$ cat src/rtl/gfoa_ram.sv
// Generic single-port RAM with registered read.
module gfoa_ram #(
    parameter int Width = 8,
    parameter int Depth = 16
) (
    input  logic                     clk,
    input  logic                     we,
    input  logic [$clog2(Depth)-1:0] addr,
    input  logic [Width-1:0]         wdata,
    output logic [Width-1:0]         rdata
);
    logic [Width-1:0] mem [Depth];

    // Write or read one entry a cycle
    always_ff @(posedge clk)
    begin
        if (we)
        begin
            mem[addr] <= wdata;
        end
        rdata <= mem[addr];
    end

endmodule

$ cat config.mk
export PLATFORM = sky130hd
export DESIGN_NAME = gfoa_ram
export DESIGN_NICKNAME = d
export VERILOG_FILES = /design/src/rtl/gfoa_ram.sv
export SDC_FILE = /design/constraint.sdc
export NUM_CORES = 1
export LEC_CHECK = 0
export ABC_AREA = 0
export BUFFER_PORTS_ARGS = -buffer_cell sky130_fd_sc_hd__buf_2
export CORE_UTILIZATION = 54
export CTS_CLUSTER_SIZE = 20
export DETAILED_ROUTE_END_ITERATION = 8
export PLACE_DENSITY_LB_ADDON = 0.12
export SLEW_MARGIN = 20
export SYNTH_ARGS = -nofsm -noshare
export SYNTH_HDL_FRONTEND = slang
export SYNTH_SLANG_ARGS = --single-unit
$ cat constraint.sdc
create_clock -name clk -period 1.7 [get_ports clk]
set_clock_uncertainty 0.2 [all_clocks]
set_input_delay 0.17 -clock clk [delete_from_list [all_inputs] [get_ports clk]]
set_output_delay 0.17 -clock clk [all_outputs]
set_load 0.01 [all_outputs]
== Word-level counts from Yosys, hierarchy flattened ==
Memories as Yosys holds them, arrays and structs flattened. A register that Yosys moved wholly into a read port is not among the register bits.
Cells that the tools add are included.

* Output and inout port bits: 8
* Bits in registers: 0
* Bits in writable memories: 128
* Memories kept: 1
* Bits of input ports: 14
* Bits in read-only memories: 0
* Word-level logic and storage cells: 3
* Latch bits: 0

* Multiplexer cells: 2
* Div/mod/pow operators: 0
* $add $sub $neg: 0
* Shift-type cells: 0
* Reduce and logical (&&, ||, !) cells: 0
* Bitwise logic cells: 0
* Equal/unequal tests: 0
* Multiply operators: 0
* $lt $le $gt $ge: 0

{| class="wikitable"
|+ Memory list
! name !! depth !! bits a word !! rd ports !! clocked after Yosys merged registers in !! write ports !! line !! source
|-
| mem || 16 || 8 || 1 || 1 || 1 || 12 || <nowiki>logic [Width-1:0] mem [Depth];</nowiki>
|}

{| class="wikitable"
|+ Operators with widths
! cell !! number
|-
| 1-bit 2-to-1 mux || 2
|}

== Logic depth before layout (Yosys ltp) ==
* Depth after elaboration: 2
* Depth in mapped cells: 5
* Depth with buffers taken out: 3

== Worst setup path before layout ==
No wires, ideal clock.

* Kind: input to register
* Start: in addr[2]
* End: mem mem[0][0] (enable)
* Data required time: 1117 ps
* Cell stages on the path: 2
* Setup time: 383 ps
* Setup slack: -163 ps
* Arrival time: 1280 ps
* Path buffers: 0
* Cells stage by stage: or3b_2 > nor3_1

{| class="wikitable"
|+ RTL lines
! what !! line !! source
|-
| start, declared || 8 || <nowiki>input logic [$clog2(Depth)-1:0] addr,</nowiki>
|-
| end, declared || 12 ||
|}

Straight into the memory's write port.

==> run metrics <==
status completed; DRT antenna net count 0; Tmin final 1530 ps; RD Place Congestion 0.745; Rel. slew slack 0.503; Design Area, Final 0.00633 sq mm; final hold vios 0; Critical Path Source Type flop; register area share after synthesis 0.790; xor and xnor fraction of the mapped netlist area 0; pwr dens 1260 mW/mm^2; mux contribution to synthesized area 0.142; setup slack, reg-to-reg 170 ps; worst-margin pin slew 743 ps; DP Area 0.00563 sq mm; clk buf depth 2; first-pass GRT wire length 14.5 mm; number of flops mapped to enable cells by yosys 128; ratio of cells with drive above 1 in the final layout 0.387; Yosys reg bits 136; CP Capture Type flop; critical path data arrival time 1740 ps; Via density 5.79; Die W 98.9 um; drc violations 0; P&R area growth vs syn 24.9%; post-synth top area share 0.759; Synth Flop Type edfxtp_1; Peak supply drop 0.00117 V; violation count after the first detailed-routing iteration 133; sequential cell area 0.00400 sq mm; largest family of logic cells by synthesized area multiplexers; Placed Cells 378; asr flop ratio synth 0; number of global-route vias before repair 2617; Setup TNS Final 0 ps; top post-synthesis cells by count edfxtp_1 (128), mux4_2 (32), a22oi_1 (16), nor2_1 (13), nand2_1 (9); simple-gate portion of the synthesized area 0.0321; CP Max Fanout 1; post_cts resized 0; die height 98.9 um; final worst-path cycle share 0.901; Yosys warning count 0; post-place setup slack -104 ps; Compound-Gate Fraction of Synth Area 0.0237; Leak 2.14 nW; Final WS setup 168 ps; core footprint 0.00889 sq mm; Mapped Nets 244; CTS sink cnt 136; adder-cell share of the synthesized area 0; Cell Area, Synth 0.00507 sq mm; most common cell in the synthesized netlist edfxtp_1; CTS tree built; post-DP HPWL 5.94 mm; RSZ-0062 raised after global routing no; Setup Viol. Count Final 0; total number of vias 2419; largest cells by area after synthesis edfxtp_1 (76%), mux4_2 (14%), dfxtp_1 (3.2%); max_cap viols 0; Worst-path clk slew 60 ps; Ant. Diodes 0; overall fraction of global-route tracks in use 0.212; drt total wl 9.19 mm; synthesized netlist cell count 230; Worst EP required 1900 ps; fmax 653 MHz; count of input and output buffers 21; first drt pass iteration count 4; Root Driver clkbuf_8; WL/cell 22.0 um; Starting Density 0.570; hold slack final 110 ps; nets 311; Synth cell types 18; io pins 22; Mapped Avg Cell Area 22.0 sq um; CTS Buf Count 17; critical path class flop to flop; top cell type by total area after synthesis edfxtp_1; latest clock arrival within the worst-skew pair 510 ps; multi-input logic area 0.00102 sq mm; Finished Layout Cells 418; row cnt 34; die area 0.00978 sq mm; Slew Viols, Final 0; grt ovf 0; initial antenna violation count 0; worst hold path type input port to flop; H-tree lvl count 4; Layout fillers 540; pin count of the biggest net entering global routing 22
where the power goes:
group          internal, mW  switching [mW]
registers              3.75          0.0190
clock network          2.46            1.31
logic                 0.194           0.212
total                  6.41            1.54
worst paths after layout:
check | from | end | cells past startpoint
max | mem[0][0] | rdata[0] | 3
min reg2reg | mem[15][7] | rdata[7] | 3
max reg2reg | mem[0][0] | rdata[0] | 3
min | addr[1] | rdata[4] | 5
layer usage:
metal,track usage,vias up,part of all wire
met4,0.0884,0,0.0081
met5,0,-,0
met1,0.268,1259,0.43
met2,0.344,63,0.51
met3,0.0681,4,0.046
li1,-,1093,-
worst max-delay path: stages (launching register included):
cell and delay (ps):
edfxtp_1 390, mux4_2 480, a22oi_1 280, nand2_1 80
stage by stage:
stage	total power, mW	utilization
finish	7.95	0.712
global route	8.17	0.712
CTS	8.01	0.712
detailed placement	4.23	0.633
global placement	4.22	0.633
floorplan	4.04	-
cells by family after synthesis:
kind of cell,after synthesis
AO/OA/AOI/OAI,16
multiplexers,32
flip-flops,136
AND/OR/NAND/NOR,35
buffers and inverters,11
flip-flops by register name, indices dropped and copies added, names as in the netlist:
register and count:
mem 128, rdata 8
layout make-up:
cell class                      count  share of cell area
Multi-Input combinational cell     83               0.161
Sequential cell                   136               0.633
Clock buffer                       21              0.0710
Clock inverter                     11              0.0273
Tap cell                          108              0.0213
Timing Repair Buffer               59              0.0866
repair_timing:
item | CTS | global route
hold buffers | 8 | 0
setup buffers | 0 | 0
hold endpoints to repair | 128 | 0
layout by cell type (no fill, tap or decap), drive strengths merged, types with 8 or more instances in the layout:
master	count
mux4	32
edfxtp	128
dfxtp	8
a22oi	16
nor2	13
dlygate4sd3	8
buf	51
nand2	9
clkbuf	21
(Power assumes the default switching activity.)
