File: src/rtl/gfoa_pkg.sv
// Shared types, constants and helpers for the GF(p) orthogonal array generator.
package gfoa_pkg;

    localparam int MaxDigits   = 10;
    localparam int TableDepth  = 2048;
    localparam int MaxRows     = 4096;
    localparam int DigitW      = 3;
    localparam int VecW        = DigitW * MaxDigits;
    localparam int AddrW       = $clog2(TableDepth);
    localparam int RowW        = 12;
    localparam int ColW        = 11;
    localparam int CntW        = $clog2(MaxDigits + 1);
    localparam int RowCntW     = 13;

    localparam logic [1:0] RegBaseSelect = 2'd0;
    localparam logic [1:0] RegDigitCount = 2'd1;

    typedef enum logic [2:0] {
        ST_IDLE,
        ST_FILL_UNIT,
        ST_FILL_SCAN,
        ST_FILL_SPLIT,
        ST_QUERY_READ,
        ST_QUERY_SPLIT,
        ST_QUERY_DONE
    } state_t;

    // Size facts derived from the configuration
    typedef struct packed {
        logic               ok;
        logic [2:0]         prime;
        logic [RowCntW-1:0] rows;
        logic [ColW-1:0]    cols;
    } size_t_t;

    function automatic logic [2:0] prime_of(input logic [1:0] sel);
        logic [2:0] p;
        begin
            case (sel)
                2'd0:    p = 3'd2;
                2'd1:    p = 3'd3;
                2'd2:    p = 3'd5;
                default: p = 3'd0;
            endcase
            return p;
        end
    endfunction

endpackage

File: src/rtl/gfoa_size.sv
// Size decoder: row and column counts for the configured prime and digit count.
module gfoa_size (
    input  logic [1:0]               base_select,
    input  logic [3:0]               digit_count,
    output gfoa_pkg::size_t_t        size
);
    import gfoa_pkg::*;

    logic [2:0]  p;
    logic [15:0] rows_w;
    logic [15:0] cols_w;
    logic        n_ok;

    // Tabulate p^n and (p^n-1)/(p-1) for the small set of legal sizes
    always_comb
    begin
        p      = prime_of(base_select);
        rows_w = 16'd0;
        cols_w = 16'd0;
        n_ok   = (digit_count >= 4'd1) && (32'(digit_count) <= MaxDigits);
        case (p)
            3'd2:
            begin
                rows_w = 16'd1 << digit_count;
                cols_w = rows_w - 16'd1;
            end
            3'd3:
            begin
                case (digit_count)
                    4'd1:    rows_w = 16'd3;
                    4'd2:    rows_w = 16'd9;
                    4'd3:    rows_w = 16'd27;
                    4'd4:    rows_w = 16'd81;
                    4'd5:    rows_w = 16'd243;
                    4'd6:    rows_w = 16'd729;
                    4'd7:    rows_w = 16'd2187;
                    default: rows_w = 16'hFFFF;
                endcase
                cols_w = (rows_w - 16'd1) >> 1;
            end
            3'd5:
            begin
                case (digit_count)
                    4'd1:    rows_w = 16'd5;
                    4'd2:    rows_w = 16'd25;
                    4'd3:    rows_w = 16'd125;
                    4'd4:    rows_w = 16'd625;
                    4'd5:    rows_w = 16'd3125;
                    default: rows_w = 16'hFFFF;
                endcase
                cols_w = (rows_w - 16'd1) >> 2;
            end
            default:
            begin
                rows_w = 16'hFFFF;
                cols_w = 16'hFFFF;
            end
        endcase
        size.ok    = n_ok && (p != 3'd0) && (32'(rows_w) <= MaxRows)
                     && (32'(cols_w) <= TableDepth);
        size.prime = p;
        size.rows  = size.ok ? rows_w[RowCntW-1:0] : '0;
        size.cols  = size.ok ? cols_w[ColW-1:0] : '0;
    end

endmodule

File: config.mk
export PLATFORM = sky130hd
export DESIGN_NAME = gfoa_size
export DESIGN_NICKNAME = d
export VERILOG_FILES = /design/src/rtl/gfoa_pkg.sv /design/src/rtl/gfoa_size.sv
export SDC_FILE = /design/constraint.sdc
export NUM_CORES = 1
export LEC_CHECK = 0
export BUFFER_PORTS_ARGS = -buffer_cell sky130_fd_sc_hd__clkbuf_2
export CAP_MARGIN = 20
export CORE_UTILIZATION = 50
export DETAILED_ROUTE_END_ITERATION = 10
export PLACE_DENSITY = 0.81
export SLEW_MARGIN = 20
export SYNTH_ARGS = -nofsm -noshare
export SYNTH_HDL_FRONTEND = slang
export SYNTH_SLANG_ARGS = --single-unit
File: constraint.sdc
create_clock -name vclk -period 5.9
set_clock_uncertainty 0.1 [all_clocks]
set_input_delay 1.77 -clock vclk [all_inputs]
set_output_delay 1.77 -clock vclk [all_outputs]
set_load 0.05 [all_outputs]
### Yosys cells after proc, flatten, opt, wreduce, memory -nomap -nowiden

Index checks and enable logic that the tools add are counted.

* register bits: 0
* bits of input ports: 6
* output and inout port bits: 28
* word-level logic and storage cells: 35

* add/subtract/negate cells: 3
* $lt $le $gt $ge: 4
* equal/unequal tests: 12
* shifts and indexed selects: 1
* muxes and demuxes: 9
* reductions and logical operators: 6

Operators by type and width (count)
* one-hot mux 16 bit (7 select lines): 1
* one-hot mux 16 bit (3 select lines): 2
* one-hot mux 16 bit (5 select lines): 1
* subtractor 16 x 1 -> 16 bit (second input constant): 3
* two-way mux 16 bit: 2
* == test 4 x 3 -> 1 bit (second input constant): 4
* <= comparator 16 x 12 -> 1 bit (second input constant): 1
* <= comparator 16 x 13 -> 1 bit (second input constant): 1
* left shift 1 x 4 -> 16 bit (first input constant): 1
* two-way mux 13 bit: 1
* two-way mux 11 bit: 1
* one-hot mux 3 bit (3 select lines): 1
* == test 4 x 2 -> 1 bit (second input constant): 2
* == test 3 x 2 -> 1 bit (second input constant): 2
* == test 4 x 1 -> 1 bit (second input constant): 1
* >= comparator 4 x 1 -> 1 bit (second input constant): 1
* <= comparator 4 bit (second input constant): 1
* logical AND 1 bit: 4
* == test 3 bit (second input constant): 1
* nonzero test 3 bit: 1
* == test 2 x 1 -> 1 bit (second input constant): 1
* == test 2 bit (second input constant): 1
* logical NOT 2 bit: 1

### Depth between registers and ports, before layout

* word-level depth: 9
* gate-level depth with buffers: 10
* depth with buffers taken out: 8

### Least setup slack after synthesis

Ideal clock, no wire load.

* kind: input-to-output
* from: in digit_count[3]
* to: out size[17] (netlist name)
* data arrival time: 4234 ps
* data required time: 4030 ps
* slack: -204 ps
* stages on the path: 9
* buffers on the path: 2
* cells stage by stage: buf_4 nor2_1 nand2_1 ha_1 nor4b_2 o21ai_1 nand4b_4 buf_6 a31oi_1

RTL lines
* start: declaration: line gfoa_size.sv:4 `input logic [3:0] digit_count,`
* end: declaration: line gfoa_size.sv:5 `output gfoa_pkg::size_t_t size`

==> run metrics <==
Boundary Pins 34; Critical Path Source Type input port; Die Ht ~48 um; die width 47.66 um; data arrival time at the worst-slack endpoint 3.89 ns; vias post-DR 1288; DIE AREA 2271 um^2; Synth Cell Area about 1000 um^2; share of the synthesized area in the top cell type about 7.6%; count of buffers from port buffering 33; run status finished, final reports clean; unrepaired setup endpoints after global routing no; Static Leak 0.5414 nW; layout sequential cell count 0; layout cell share with drive strength beyond 1 41.11%; final core area utilization 65.94%; post-route antenna net violation count 0; shortest period the worst path allows between 5 and 6 ns; via count of the first global-routing pass 1056; fmax 173.7 MHz; Hold Path Sink size[19]; Maximum Capacitance Violations 0; standard cell with the maximum stage delay on the critical path sky130_fd_sc_hd__nand4b_4; antenna violations before repair 0; via-per-instance ratio 6.222; sequential-to-total area share from yosys stat 0%; routed wire length per instance 15.92 um; Final Hold Vio Count 0; area overhead of the layout relative to synthesis 24.13%; maximum vdd ir drop 0.00008626 V; pin count of the biggest net entering global routing 24; mean instance size in the synthesized netlist 6.857 um^2; total of clock buffers placed in the layout 0; initial cell density of the core a little over half; Yosys warnings 0; post-cts hold buffer count 0; total length of routed wires 3296 um; # setup viols final 0; highest cell delay on the worst timing path 0.27 ns; critical path class in -> out; number of distinct library cells after synthesis 50; diodes inserted 0; first-pass GRT wire length around 5000 um; number of max-slew violations in the final report 0; First DRT Iteration DRCs 73; area of the core region 1962 um^2; number of stages on the worst hold path 4; type of the tightest min-delay check in -> out; cell seen most often among critical-path stages sky130_fd_sc_hd__buf_12; Commonest cells post-synth 16 x sky130_fd_sc_hd__nand2_1, 12 x sky130_fd_sc_hd__o21ai_0, 11 x sky130_fd_sc_hd__nor2_1; number of remaining DRC errors 0; crit-path cells clkbuf_2, nand2b_1, nor3_1, inv_1, ha_1, nor4b_2, o21ai_1, nand4b_4, buf_12, a31oi_1, buf_12; total number of nets in the final design 193; share of the cycle needed by the critical path after routing a little over nine tenths; Power Density 128.3 nW/um^2; post-synth top area cell sky130_fd_sc_hd__a21oi_2; register area 0 um^2; net count of the mapped netlist between 150 and 200; type of element capturing the critical path output pin; main area contributors after synthesis sky130_fd_sc_hd__a21oi_2 7.6%, sky130_fd_sc_hd__ha_1 6.0%, sky130_fd_sc_hd__o21ai_0 5.8%; gr ovfl total 0; total number of placement rows 16; startpoint of the most critical hold path digit_count[3]; tightest hold margin 3.957 ns; Worst Path Required a little over 4 ns; global placement routability congestion 0.9607; placed wire-length estimate after detailed placement about 2500 um; number of optimization iterations in the first detailed-route pass 4; launch point of the worst path digit_count[2]; highest fanout seen on the critical path 13; post-synthesis cell count 152; All-Layer GR Usage roughly 30%; cell with the most instances after synthesis sky130_fd_sc_hd__nand2_1; Power Total around 0.17 mW
worst max-delay path by stage:
stage                     cells after the start  endpoint
after CTS                                    11   size[6]
after floorplan                               9  size[17]
after global routing                         11  size[12]
after global placement                       11   size[2]
final                                        11  size[12]
after detailed placement                     11   size[6]
routing by layer:
| metal | up-vias | track usage [%] | part of all wire [%] |
|---|---|---|---|
| li1 | 606 | - | - |
| met1 | 597 | 37.78 | 38 |
| met2 | 79 | 52.88 | 51 |
| met3 | 6 | 3.396 | 9.2 |
| met4 | 0 | 7.778 | 1.5 |
| met5 | - | 0 | 0 |
power by group:
part           switching [mW]  internal, mW
registers                   0             0
clock network               0             0
logic                   0.116        0.0504
total                   0.116        0.0504
metrics by stage:
stage,area (um^2),cells,TNS [ns],worst slack [ns]
after global placement,1291,207,0,0.2423
after CTS,1291,207,0,0.1342
after floorplan,1054,152,-1.167,-0.2045
final,1294,207,0,0.1445
after detailed placement,1291,207,0,0.1286
after global routing,1294,207,0,0.001248
worst max-delay path, delay by kind of cell:
family,cells,cell delay [ns]
buffers and inverters,4,0.60
and+or+nand+nor,4,0.83
AOI/OAI and AO/OA,2,0.48
adders and majority gates,1,0.20
timing repair:
action	4_1_cts	5_1_grt
endpoints found under the setup margin	0	4
gates resized for setup	0	5
buffers inserted	0	0
kinds of logic (layout without fill, tap and decap cells):
| kind of cell | after synthesis | in the layout | share of synthesized area, % |
|---|---|---|---|
| AO/OA/AOI/OAI | 59 | 59 | 43.58 |
| XOR/XNOR | 3 | 3 | 2.521 |
| adder cells (fa/ha/maj) | 5 | 5 | 6.002 |
| buffers and inverters | 24 | 52 | 13.32 |
| multiplexers | 2 | 2 | 2.041 |
| other | 1 | 1 | 0.3598 |
| AND/OR/NAND/NOR | 58 | 58 | 32.17 |
layout make-up:
class                           instances  area [um^2]
Inverter                                6        22.52
Tap cell                               27        33.78
Timing Repair Buffer                   46        322.8
Fill cell                             194        668.1
Multi-Input combinational cell        128        914.6
layout by cell type (no fill, tap or decap), types with 5 or more instances in the layout:
master | netlist | routed
sky130_fd_sc_hd__clkbuf_2 | 0 | 26
sky130_fd_sc_hd__nand2_1 | 16 | 16
sky130_fd_sc_hd__o21ai_0 | 12 | 12
sky130_fd_sc_hd__buf_4 | 3 | 12
sky130_fd_sc_hd__a21oi_2 | 9 | 10
sky130_fd_sc_hd__nor2_1 | 11 | 8
sky130_fd_sc_hd__a31oi_1 | 8 | 8
sky130_fd_sc_hd__inv_1 | 6 | 6
sky130_fd_sc_hd__a21oi_1 | 7 | 6
sky130_fd_sc_hd__ha_1 | 5 | 5
Note: power is estimated with default switching activity, not from simulation.
